--- config.mk ---
export PLATFORM = sky130hd
export DESIGN_NAME = block_cache_directory
export DESIGN_NICKNAME = d
export VERILOG_FILES = /design/src/sv/bcd_pkg.sv /design/src/sv/block_cache_directory.sv /design/src/sv/bcd_fifo.sv /design/src/sv/bcd_front.sv /design/src/sv/bcd_back.sv
export SDC_FILE = /design/constraint.sdc
export NUM_CORES = 1
export LEC_CHECK = 0
export BUFFER_PORTS_ARGS = -buffer_cell sky130_fd_sc_hd__buf_2
export CAP_MARGIN = 20
export CORE_MARGIN = 5
export CORE_UTILIZATION = 54
export CTS_BUF_LIST = sky130_fd_sc_hd__clkbuf_16
export DETAILED_ROUTE_END_ITERATION = 6
export PLACE_DENSITY = 0.82
export SETUP_SLACK_MARGIN = 0.1
export SLEW_MARGIN = 40
export SYNTH_ARGS = -nofsm -noshare
export SYNTH_HDL_FRONTEND = slang
export SYNTH_SLANG_ARGS = --single-unit
--- constraint.sdc ---
create_clock -name clk -period 5.4 [get_ports clk]
set_input_delay 0 -clock clk [delete_from_list [all_inputs] [get_ports clk]]
set_output_delay 0 -clock clk [all_outputs]
set_load 0.01 [all_outputs]
--- src/sv/bcd_pkg.sv ---
// Shared types and constants of the block cache directory.
package bcd_pkg;

    localparam int SLOT_W  = 4;
    localparam int BLOCK_W = 32;

    // Action codes carried by an input beat
    localparam logic [1:0] ACT_READ  = 2'd0;
    localparam logic [1:0] ACT_WRITE = 2'd1;
    localparam logic [1:0] ACT_FLUSH = 2'd2;
    localparam logic [1:0] ACT_NONE  = 2'd3;

    // Kind of command after classification by the front end
    typedef enum logic [1:0] {
        KIND_READ,
        KIND_WRITE,
        KIND_FLUSH
    } kind_t;

    // Back-end sequencer states
    typedef enum logic [1:0] {
        ST_IDLE,
        ST_RESOLVE,
        ST_FLUSH
    } state_t;

    typedef struct packed {
        logic [1:0]         action;
        logic [BLOCK_W-1:0] block_number;
    } in_beat_t;

    typedef struct packed {
        logic [SLOT_W-1:0]  slot;
        logic               hit;
        logic               fetch_needed;
        logic               writeback;
        logic [BLOCK_W-1:0] writeback_block;
        logic               last;
    } out_beat_t;

    typedef struct packed {
        kind_t              kind;
        logic [BLOCK_W-1:0] block;
    } cmd_t;

endpackage

--- src/sv/block_cache_directory.sv ---
// Top level of the block cache directory.
//
//  channel   handshake          payload                 beat
//  input     push / full        item   (in_beat_t)      one access, flush or none
//  result    pop / empty        result (out_beat_t)     one slot report
//
// In the back end a read or write access is popped in ST_IDLE, which registers
// the parallel tag match, and is then resolved and updated in ST_RESOLVE.
// A flush is popped in ST_IDLE and then walks the slots in ST_FLUSH, from slot 0 up to
// the last dirty one (slot 0 alone when nothing is dirty).
// Reset clears valid and dirty bits and the replacement pointer; no clearing pass.
// A full result queue stalls the back end; the command queue keeps the front moving.
module block_cache_directory #(
    parameter int SLOTS = 16
) (
    input  logic               clk,
    input  logic               rst_n,
    input  logic               push,
    output logic               full,
    input  bcd_pkg::in_beat_t  item,
    input  logic               pop,
    output logic               empty,
    output bcd_pkg::out_beat_t result
);

    localparam int QDEPTH = 2;

    bcd_pkg::cmd_t      front_cmd, queue_cmd;
    logic               front_push, cmd_full, cmd_empty, cmd_pop;
    bcd_pkg::out_beat_t back_result;
    logic               res_push, res_full;

    bcd_front u_front (
        .clk      (clk),
        .rst_n    (rst_n),
        .item     (item),
        .push     (push),
        .full     (full),
        .cmd      (front_cmd),
        .cmd_push (front_push),
        .cmd_full (cmd_full)
    );

    // Command queue between front and back
    bcd_fifo #(
        .WIDTH ($bits(bcd_pkg::cmd_t)),
        .DEPTH (QDEPTH)
    ) u_cmd_q (
        .clk     (clk),
        .rst_n   (rst_n),
        .wr_en   (front_push),
        .wr_data (front_cmd),
        .full    (cmd_full),
        .rd_en   (cmd_pop),
        .rd_data (queue_cmd),
        .empty   (cmd_empty)
    );

    bcd_back #(
        .SLOTS (SLOTS)
    ) u_back (
        .clk       (clk),
        .rst_n     (rst_n),
        .cmd       (queue_cmd),
        .cmd_empty (cmd_empty),
        .cmd_pop   (cmd_pop),
        .result    (back_result),
        .res_push  (res_push),
        .res_full  (res_full)
    );

    // Result queue toward the consumer
    bcd_fifo #(
        .WIDTH ($bits(bcd_pkg::out_beat_t)),
        .DEPTH (QDEPTH)
    ) u_res_q (
        .clk     (clk),
        .rst_n   (rst_n),
        .wr_en   (res_push),
        .wr_data (back_result),
        .full    (res_full),
        .rd_en   (pop),
        .rd_data (result),
        .empty   (empty)
    );

endmodule

--- src/sv/bcd_fifo.sv ---
// Small synchronous FIFO used for the command queue and the result queue.
module bcd_fifo #(
    parameter int WIDTH = 8,
    parameter int DEPTH = 2
) (
    input  logic             clk,
    input  logic             rst_n,
    input  logic             wr_en,
    input  logic [WIDTH-1:0] wr_data,
    output logic             full,
    input  logic             rd_en,
    output logic [WIDTH-1:0] rd_data,
    output logic             empty
);

    localparam int AW = (DEPTH > 1) ? $clog2(DEPTH) : 1;
    localparam int CW = $clog2(DEPTH + 1);

    logic [WIDTH-1:0] mem_reg [DEPTH];
    logic [AW-1:0]    wr_ptr_reg, wr_ptr_next;
    logic [AW-1:0]    rd_ptr_reg, rd_ptr_next;
    logic [CW-1:0]    count_reg, count_next;
    logic             do_wr, do_rd;

    assign full    = (count_reg == CW'(DEPTH));
    assign empty   = (count_reg == '0);
    assign do_wr   = wr_en && !full;
    assign do_rd   = rd_en && !empty;
    assign rd_data = mem_reg[rd_ptr_reg];

    // Pointer and occupancy update
    always_comb
    begin
        wr_ptr_next = wr_ptr_reg;
        rd_ptr_next = rd_ptr_reg;
        count_next  = count_reg;
        if (do_wr)
        begin
            wr_ptr_next = (wr_ptr_reg == AW'(DEPTH - 1)) ? '0 : wr_ptr_reg + 1'b1;
        end
        if (do_rd)
        begin
            rd_ptr_next = (rd_ptr_reg == AW'(DEPTH - 1)) ? '0 : rd_ptr_reg + 1'b1;
        end
        if (do_wr && !do_rd)
        begin
            count_next = count_reg + 1'b1;
        end
        else if (do_rd && !do_wr)
        begin
            count_next = count_reg - 1'b1;
        end
    end

    always_ff @(posedge clk or negedge rst_n)
    begin
        if (!rst_n)
        begin
            wr_ptr_reg <= '0;
            rd_ptr_reg <= '0;
            count_reg  <= '0;
        end
        else
        begin
            wr_ptr_reg <= wr_ptr_next;
            rd_ptr_reg <= rd_ptr_next;
            count_reg  <= count_next;
        end
    end

    // Storage, no reset needed
    always_ff @(posedge clk)
    begin
        if (do_wr)
        begin
            mem_reg[wr_ptr_reg] <= wr_data;
        end
    end

endmodule

--- src/sv/bcd_front.sv ---
// Front end: accepts input beats, classifies the action, feeds the command queue.
module bcd_front (
    input  logic              clk,
    input  logic              rst_n,
    input  bcd_pkg::in_beat_t item,
    input  logic              push,
    output logic              full,
    output bcd_pkg::cmd_t     cmd,
    output logic              cmd_push,
    input  logic              cmd_full
);

    logic          valid_reg, valid_next;
    bcd_pkg::cmd_t cmd_reg, cmd_next;
    logic          accept, move, keep;

    assign full     = valid_reg && cmd_full;
    assign accept   = push && !full;
    assign move     = valid_reg && !cmd_full;
    assign cmd_push = move;
    assign cmd      = cmd_reg;

    // Classify the action; the unused code is dropped here
    always_comb
    begin
        cmd_next.block = item.block_number;
        cmd_next.kind  = bcd_pkg::KIND_READ;
        keep           = 1'b1;
        unique case (item.action)
            bcd_pkg::ACT_READ:  cmd_next.kind = bcd_pkg::KIND_READ;
            bcd_pkg::ACT_WRITE: cmd_next.kind = bcd_pkg::KIND_WRITE;
            bcd_pkg::ACT_FLUSH: cmd_next.kind = bcd_pkg::KIND_FLUSH;
            default:            keep          = 1'b0;
        endcase
    end

    // Holding register occupancy
    always_comb
    begin
        valid_next = valid_reg;
        if (move)
        begin
            valid_next = 1'b0;
        end
        if (accept && keep)
        begin
            valid_next = 1'b1;
        end
    end

    always_ff @(posedge clk or negedge rst_n)
    begin
        if (!rst_n)
        begin
            valid_reg <= 1'b0;
        end
        else
        begin
            valid_reg <= valid_next;
        end
    end

    always_ff @(posedge clk)
    begin
        if (accept && keep)
        begin
            cmd_reg <= cmd_next;
        end
    end

endmodule

--- src/sv/bcd_back.sv ---
// Back end: tag directory, lookup and replacement, and the flush walk.
module bcd_back #(
    parameter int SLOTS = 16
) (
    input  logic               clk,
    input  logic               rst_n,
    input  bcd_pkg::cmd_t      cmd,
    input  logic               cmd_empty,
    output logic               cmd_pop,
    output bcd_pkg::out_beat_t result,
    output logic               res_push,
    input  logic               res_full
);

    localparam int IW = $clog2(SLOTS);

    bcd_pkg::state_t           state_reg, state_next;
    bcd_pkg::cmd_t             cur_reg;
    logic [SLOTS-1:0]          match_reg, match_now;
    logic [bcd_pkg::BLOCK_W-1:0] tag_reg [SLOTS];
    logic [SLOTS-1:0]          valid_reg, valid_next;
    logic [SLOTS-1:0]          dirty_reg, dirty_next;
    logic [IW-1:0]             ptr_reg, ptr_next;
    logic [IW-1:0]             idx_reg, idx_next;

    logic                      hit, has_empty, evict;
    logic [IW-1:0]             hit_idx, empty_idx, victim, sel_idx;
    logic [SLOTS-1:0]          pend;
    logic                      cur_pend, more, flush_step;

    // Parallel tag compare against the queue head
    always_comb
    begin
        for (int i = 0; i < SLOTS; i++)
        begin
            match_now[i] = valid_reg[i] && (tag_reg[i] == cmd.block);
        end
    end

    // Lowest matching slot and lowest empty slot
    always_comb
    begin
        hit_idx   = '0;
        empty_idx = '0;
        for (int i = SLOTS - 1; i >= 0; i--)
        begin
            if (match_reg[i])
            begin
                hit_idx = IW'(i);
            end
            if (!valid_reg[i])
            begin
                empty_idx = IW'(i);
            end
        end
    end

    assign hit       = |match_reg;
    assign has_empty = ~&valid_reg;
    assign evict     = !hit && !has_empty;
    assign victim    = (ptr_reg == IW'(SLOTS - 1)) ? '0 : ptr_reg + 1'b1;
    assign sel_idx   = hit ? hit_idx : (has_empty ? empty_idx : victim);

    // Flush walk: dirty slot here, and any dirty slot further up
    assign pend     = valid_reg & dirty_reg;
    assign cur_pend = pend[idx_reg];
    always_comb
    begin
        more = 1'b0;
        for (int i = 0; i < SLOTS; i++)
        begin
            if (pend[i] && (IW'(i) > idx_reg))
            begin
                more = 1'b1;
            end
        end
    end
    assign flush_step = !cur_pend || !res_full;

    // Next state
    always_comb
    begin
        state_next = state_reg;
        unique case (state_reg)
            bcd_pkg::ST_IDLE:
            begin
                if (!cmd_empty)
                begin
                    state_next = (cmd.kind == bcd_pkg::KIND_FLUSH) ?
                                 bcd_pkg::ST_FLUSH : bcd_pkg::ST_RESOLVE;
                end
            end
            bcd_pkg::ST_RESOLVE:
            begin
                if (!res_full)
                begin
                    state_next = bcd_pkg::ST_IDLE;
                end
            end
            bcd_pkg::ST_FLUSH:
            begin
                if (flush_step && !more)
                begin
                    state_next = bcd_pkg::ST_IDLE;
                end
            end
            default: state_next = bcd_pkg::ST_IDLE;
        endcase
    end

    // Outputs: queue pops and result beats
    always_comb
    begin
        cmd_pop  = 1'b0;
        res_push = 1'b0;
        result   = '0;
        unique case (state_reg)
            bcd_pkg::ST_IDLE:
            begin
                cmd_pop = !cmd_empty;
            end
            bcd_pkg::ST_RESOLVE:
            begin
                res_push               = !res_full;
                result.slot            = bcd_pkg::SLOT_W'(sel_idx);
                result.hit             = hit;
                result.fetch_needed    = !hit && (cur_reg.kind == bcd_pkg::KIND_READ);
                result.writeback       = evict;
                result.writeback_block = evict ? tag_reg[victim] : '0;
                result.last            = 1'b1;
            end
            bcd_pkg::ST_FLUSH:
            begin
                res_push               = cur_pend && !res_full;
                result.slot            = bcd_pkg::SLOT_W'(idx_reg);
                result.writeback       = 1'b1;
                result.writeback_block = tag_reg[idx_reg];
                result.last            = !more;
            end
            default:
            begin
                res_push = 1'b0;
            end
        endcase
    end

    // Directory state update
    always_comb
    begin
        valid_next = valid_reg;
        dirty_next = dirty_reg;
        ptr_next   = ptr_reg;
        idx_next   = idx_reg;
        if (state_reg == bcd_pkg::ST_IDLE)
        begin
            idx_next = '0;
        end
        if ((state_reg == bcd_pkg::ST_RESOLVE) && res_push)
        begin
            if (!hit)
            begin
                valid_next[sel_idx] = 1'b1;
            end
            if (evict)
            begin
                ptr_next            = victim;
                dirty_next[sel_idx] = 1'b0;
            end
            if (cur_reg.kind == bcd_pkg::KIND_WRITE)
            begin
                dirty_next[sel_idx] = 1'b1;
            end
        end
        if (state_reg == bcd_pkg::ST_FLUSH)
        begin
            if (res_push)
            begin
                dirty_next[idx_reg] = 1'b0;
            end
            if (flush_step && more)
            begin
                idx_next = idx_reg + 1'b1;
            end
        end
    end

    always_ff @(posedge clk or negedge rst_n)
    begin
        if (!rst_n)
        begin
            state_reg <= bcd_pkg::ST_IDLE;
            valid_reg <= '0;
            dirty_reg <= '0;
            ptr_reg   <= '0;
            idx_reg   <= '0;
        end
        else
        begin
            state_reg <= state_next;
            valid_reg <= valid_next;
            dirty_reg <= dirty_next;
            ptr_reg   <= ptr_next;
            idx_reg   <= idx_next;
        end
    end

    // Command capture, registered match vector and tag writes
    always_ff @(posedge clk)
    begin
        if (cmd_pop)
        begin
            cur_reg   <= cmd;
            match_reg <= match_now;
        end
        if ((state_reg == bcd_pkg::ST_RESOLVE) && res_push && !hit)
        begin
            tag_reg[sel_idx] <= cur_reg.block;
        end
    end

endmodule
Word-level counts from Yosys, hierarchy flattened. Memories as Yosys holds them, arrays and structs flattened. Cells that the tools add are included.

Register bits: 135. Latch bits: 0. Bits in writable memories: 660. Bits in read-only memories: 0. Bits of input ports: 38. Output and inout port bits: 42. Memories: 3.

$add $sub $neg: 10. Multiply operators: 0. Divide/modulo/power cells: 0. Order comparisons: 20. Equal/unequal tests: 28. Shift-type cells: 0. Multiplexer cells: 95. Bitwise logic cells: 8. Reduce and logical (&&, ||, !) cells: 80.

Memory list: u_back.tag_reg (depth 16, bits a word 32, rd ports 18, clocked after memory_dff 0, write ports 1, line bcd_back.sv:20) `logic [bcd_pkg::BLOCK_W-1:0] tag_reg [SLOTS];`; u_res_q.mem_reg (depth 2, bits a word 40, rd ports 1, clocked after memory_dff 0, write ports 1, line bcd_fifo.sv:19) `logic [WIDTH-1:0] mem_reg [DEPTH];`; u_cmd_q.mem_reg (depth 2, bits a word 34, rd ports 1, clocked after memory_dff 0, write ports 1, line bcd_fifo.sv:19).

Operators by type and width (number): $eq A32 B32 Y1 (16); $mux W4 (38); $mux W16 (6); $pmux W34 S2 (1); $logic_and A1 B1 Y1 (53); $and A16 B16 Y16 (3); $mux W1 (33); $gt A4 B4 Y1 const A (8); $mux W32 (1); $not A16 Y16 (2); $or A16 B16 Y16 (2); $mux W2 (9); $gt A3 B4 Y1 const A (4); $reduce_and A16 Y1 (1); $reduce_or A16 Y1 (1); $logic_not A1 Y1 (12); $eq A2 B2 Y1 const B (5); $logic_not A2 Y1 (5); $lt A4 B5 Y1 const B (2); $add A4 B1 Y4 const B (2); $demux W1 S4 (2); $ge A4 B1 Y1 const B (2); $gt A1 B4 Y1 const A (2); $gt A2 B4 Y1 const A (2); other kinds (18) (29).

Longest topological paths before layout.
Depth after elaboration: 32. Depth in mapped cells: 11. Mapped depth without buffers: 10.

Modules after synthesis. A second synthesis with hierarchy kept.

Cells, all modules: 2576. Area total of the unflattened synthesis: 41168.2 um^2.

Modules (own cells, without submodules): bcd_back (times used 1, cells an instance 2265, area each 33983.8 um^2, sequential area each 17927.2 um^2); bcd_fifo at u_res_q (times used 1, cells an instance 144, area each 3286.9 um^2, sequential area each 2502.4 um^2); bcd_fifo at u_cmd_q (times used 1, cells an instance 125, area each 2801.4 um^2, sequential area each 2142.1 um^2); bcd_front (times used 1, cells an instance 42, area each 1096.1 um^2, sequential area each 1046.0 um^2).

Worst setup path before layout. Ideal clock, no wire load.

Path type: reg2reg. Start: register u_back.idx_reg[1]. End: memory u_res_q.mem_reg[0][0] (netlist bit), enable pin. Arrival: 4.589 ns. Path slack: 0.324 ns. Cell stages (with the launch flop): 8. Path buffers: 1. Clock period less this slack: 5.076 ns. Path through: dfrtp_1 -> buf_2 -> inv_2 -> mux4_2 -> a211o_1 -> o21bai_1 -> a21oi_1 -> nor3_1.

Cells in the longest elaborated chain, start to end: 7.

RTL lines: start: declaration (line bcd_back.sv:24) `logic [IW-1:0] idx_reg, idx_next;`; start signal: assignment (line bcd_back.sv:203) `idx_reg <= idx_next;`; $bmux W1 S4 (line bcd_back.sv:66) `assign cur_pend = pend[idx_reg];`; $mux W1 (not written as such) (line bcd_back.sv:66); $logic_and A1 B1 Y1 (line bcd_back.sv:134) `res_push = cur_pend && !res_full;`; $pmux W1 S2 (line bcd_back.sv:117) `unique case (state_reg)`; $logic_and A1 B1 Y1 (line bcd_fifo.sv:27) `assign do_wr = wr_en && !full;`; $mux W1 (line bcd_fifo.sv:74) `if (do_wr)`; $mux W1 (not written as such) (line bcd_fifo.sv:76) `mem_reg[wr_ptr_reg] <= wr_data;`; end: declaration (line bcd_fifo.sv:19).

No other way between the ends. The select of a mux whose other input is x is not followed.

Worst setup path after layout.
Start: register u_back.valid_reg[4]. End: memory u_back.tag_reg[11][24] (netlist bit), enable pin.

Cells in the longest elaborated chain, start to end: 9. Elaborated cells on any way between the ends: 17. Classes of those cells: mux (12); bitwise (1); reduce/logical (4).

RTL lines: start: declaration (line bcd_back.sv:21) `logic [SLOTS-1:0] valid_reg, valid_next;`; start signal: assignment (line bcd_back.sv:200) `valid_reg <= valid_next;`; $and A16 B16 Y16 (line bcd_back.sv:65) `assign pend = valid_reg & dirty_reg;`; $bmux W1 S4 (line bcd_back.sv:66); $mux W1 (not written as such) (line bcd_back.sv:66); $logic_and A1 B1 Y1 (line bcd_back.sv:134); $pmux W1 S2 (line bcd_back.sv:117); $logic_and A1 B1 Y1 (2 in series) (line bcd_back.sv:215) `if ((state_reg == bcd_pkg::ST_RESOLVE) && res_push && !hit)`; $mux W1 (line bcd_back.sv:215); $mux W1 (not written as such) (line bcd_back.sv:217) `tag_reg[sel_idx] <= cur_reg.block;`; end: declaration (line bcd_back.sv:20).

Several ways; a longest one is shown, not always the timed one. The select of a mux whose other input is x is not followed.

==> metrics <==
outcome=finished, violations left; failing checks=design-rule violations; Global Route met2 Usage=approximately 54%; Reg clk slew, reported paths=roughly 0.060 ns; EDFF count, synth=between 700 and 800; residual DRC count=4; Synth Area in Simple Gates=roughly 6%; max reg flops=512; final hold vios=0; Compound-Gate Fraction of Synth Area=3.70%; Sink Count=roughly 800; RSZ-0062 raised after global routing=no; Power Total=0.0215 W; Port Buf Inserts=79; Yosys top cell area share=54.8%; final wirelength=between 150 and 200 mm; Synth Register Bits=795; critical path buffer and inverter count=1; PostCTS Resize Cnt=0; nets=2793; Final Skew=between 0.02 and 0.03 ns; CP required=between 5 and 6 ns; fin crit share=between 70% and 80%; synthesized instance count=2587; setup tns final=0 ns; Synth Area in Adders=less than 1%; met3 Usage GRT=16.3%; RePlAce Congestion=1.21; Seq. cell area=23600 sq um; worst path cell trace=nand4_1 > nor4_2 > a32o_1 > a21o_1 > nand2_1 > nor2_4 > buf_4; CP Max Fanout=15; H-Tree Depth=3; DIE AREA=81100 sq um; main combinational cell family by area after synthesis=multiplexers; HPWL after DPL=roughly 110 mm; num ports=80; CP endpoint kind=register; DR iter-0 viols=~6000; Flop pwr share=around 42%; CTS root buf=clkbuf_16; switch share=around two fifths; crit-path leading delay family=simple AND/OR/NAND/NOR gates; All-Layer GR Usage=38.1%; pwr/cell area=467 nW/um^2; vias=28200; total placed cells including tap cells=3588; IR drop worst, VDD=approximately 0.36 mV; cts bufs inserted=86; leading area contributor after synthesis=edfxtp_1; R2R Setup Slk=1.16 ns; Max-Cap Viols=0; switching power=0.00836 W; die span in x=285 um; Layout area overhead=12.7%; Final Critical Period=around 4.2 ns; Longest Clk Path Bufs=3; Row Count=100; Core Util, Final=61.5%; average size of a mapped cell=around 16 sq um; initial antenna violation count=16; DIE HEIGHT=285 um; total gr overflow=0; setup violators final=0; Logic pwr share=30.5%; CTS tree=done; M1 GR Usage=49.5%; first-pass GRT wire length=216 mm; fill cell count=about 5400; Max Clk Rate=about 240 MHz; Routed wire per std cell=just over 40 um; Startpoint Class=register; post-route ant nets=0; Starting Density=54.6%; post-synthesis sequential area ratio=57.9%; Worst Path Arrival=4.55 ns; Synth Flop Type=edfxtp_1; Int Power=about 0.013 W; Multi-input gate area=16500 sq um; fin cells=between 3000 and 4000; Setup Fix Bufs, Post-CTS=0; Top Usage Layer GRT=met2; CP max stage cell=nor2_4; mapped cell area=40800 sq um; Synth async-reset ratio=6.42%; largest stage delay on the critical path=~0.68 ns; Tightest Pin Transition=0.947 ns; power share of the clock group=between 20% and 30%; mux share of post-synthesis cell area=18.5%; number of global-route vias before repair=~27000; pin count of the biggest net entering global routing=slightly above 80; Mapped Nets=about 2600; CORE AREA=74700 sq um; yosys warns=0; worst relative slew slack=36.8%; clk_lat worst skew=around 0.66 ns; Hold Crit Class=primary input to asynchronous set/reset pin; P_leak=15.3 nW; vias per inst=7.43; WS Path Type=register to register; synth unique cells=70; share of layout cells above drive strength 1=25.8%; Slew Limit Fails=0; top post-synthesis cells by area=edfxtp_1 55%, mux4_2 16%, xor2_1 9.8%; post-synthesis xor/xnor area fraction=11.3%; drt first pass iters=7; CTS Hold Bufs=38
power groups by stage:
| stage | Combinational, W | Sequential, W | Clock (W) |
|---|---|---|---|
| 2_1_floorplan | 0.00336 | 0.00863 | 0 |
| 4_1_cts | 0.00615 | 0.00901 | 0.00583 |
| 6_report | 0.00655 | 0.00907 | 0.00583 |
| 3_5_place_dp | 0.00609 | 0.00913 | 0 |
| 3_3_place_gp | 0.00608 | 0.00907 | 0 |
| 5_1_grt | 0.00650 | 0.00911 | 0.00612 |
worst register-to-register path: stages, from the launching register on:
cell and delay [ns]:
dfrtp_1 0.66, nand4_1 0.24, nor4_2 0.63, a32o_1 0.23, a21o_1 0.52, nand2_1 0.48, nor2_4 0.68, buf_4 0.46
logic make-up after synthesis:
| family | count (synthesis) |
|---|---|
| flops | 795 |
| xor+xnor | 525 |
| buf+inv | 190 |
| simple gates | 481 |
| fa+ha+maj | 10 |
| mux | 370 |
| compound gates | 216 |
synthesized netlist by cell type, types with 6 or more instances:
master    count
o21ai_0      17
xor2_1      455
a311o_1      32
a21oi_1      73
buf_6         6
nand3_1      25
buf_4        25
mux4_2      292
mux2i_2      32
o21bai_1     14
a221oi_1      6
nand4_1     118
a31oi_1      20
ha_1         10
buf_1        15
mux2_2       46
a211oi_1     10
edfxtp_1    744
inv_1        46
and3_1        8
nor4_1       52
buf_2        25
nand2_1     174
nand2b_1      6
xnor2_1      70
nor2b_1       9
and2_1        9
clkbuf_1     71
nor2_1       49
dfrtp_1      51
layout make-up:
cell class / count / share of cell area (%)
flip-flops and latches: 795 / 51.5
diodes: 12 / 0.0654
inverters: 47 / 0.390
well taps: 969 / 2.64
clock inverters: 63 / 1.04
repair buffers: 213 / 3.58
clock buffers: 89 / 4.85
multi-input cells: 1602 / 36.0
cells in the final DEF (no fill, tap or decap), drive strengths merged, types with 32 or more instances in the layout:
master         n
inv           62
buf          175
mux4         292
dfrtp         51
a21oi         74
nand2        175
clkbuf        89
xnor2         70
xor2         455
a311o         32
nand4        118
mux2i         32
nor4          55
clkinv        37
nor2          49
edfxtp       744
mux2          46
dlygate4sd3   38
worst paths after layout:
| check | from | end | cells after the start |
|---|---|---|---|
| min | rst_n | u_res_q.count_reg[0]$_DFFE_PN0P_ | 3 |
| max in group asynchronous | rst_n | u_cmd_q.rd_ptr_reg$_DFFE_PN0P_ | 3 |
| max | u_back.valid_reg[4]$_DFFE_PN0P_ | u_back.tag_reg[11][24]$_DFFE_PP_ | 7 |
| min in group clk | item[19] | u_front.cmd[19]$_DFFE_PP_ | 2 |
| min reg2reg | u_front.cmd[30]$_DFFE_PP_ | u_cmd_q.mem_reg[0][30]$_DFFE_PP_ | 0 |
| max reg2reg | u_back.valid_reg[4]$_DFFE_PN0P_ | u_back.tag_reg[11][24]$_DFFE_PP_ | 7 |
metrics by stage:
step	area [sq um]	worst slack, ns	hold slack (ns)
2_1_floorplan	40800	0.324	-0.296
5_1_grt	45900	1.10	0.0508
3_5_place_dp	42800	1.35	0.178
3_3_place_gp	42700	1.37	0.172
6_report	45900	1.16	0.0309
4_1_cts	45900	1.32	0.0462
metal layers:
layer	wire length [um]	vias up
met5	32	-
met4	11300	6
met3	26600	574
met2	66500	2924
met1	51700	14100
li1	-	10500
Power figures use the tool's default switching activity.
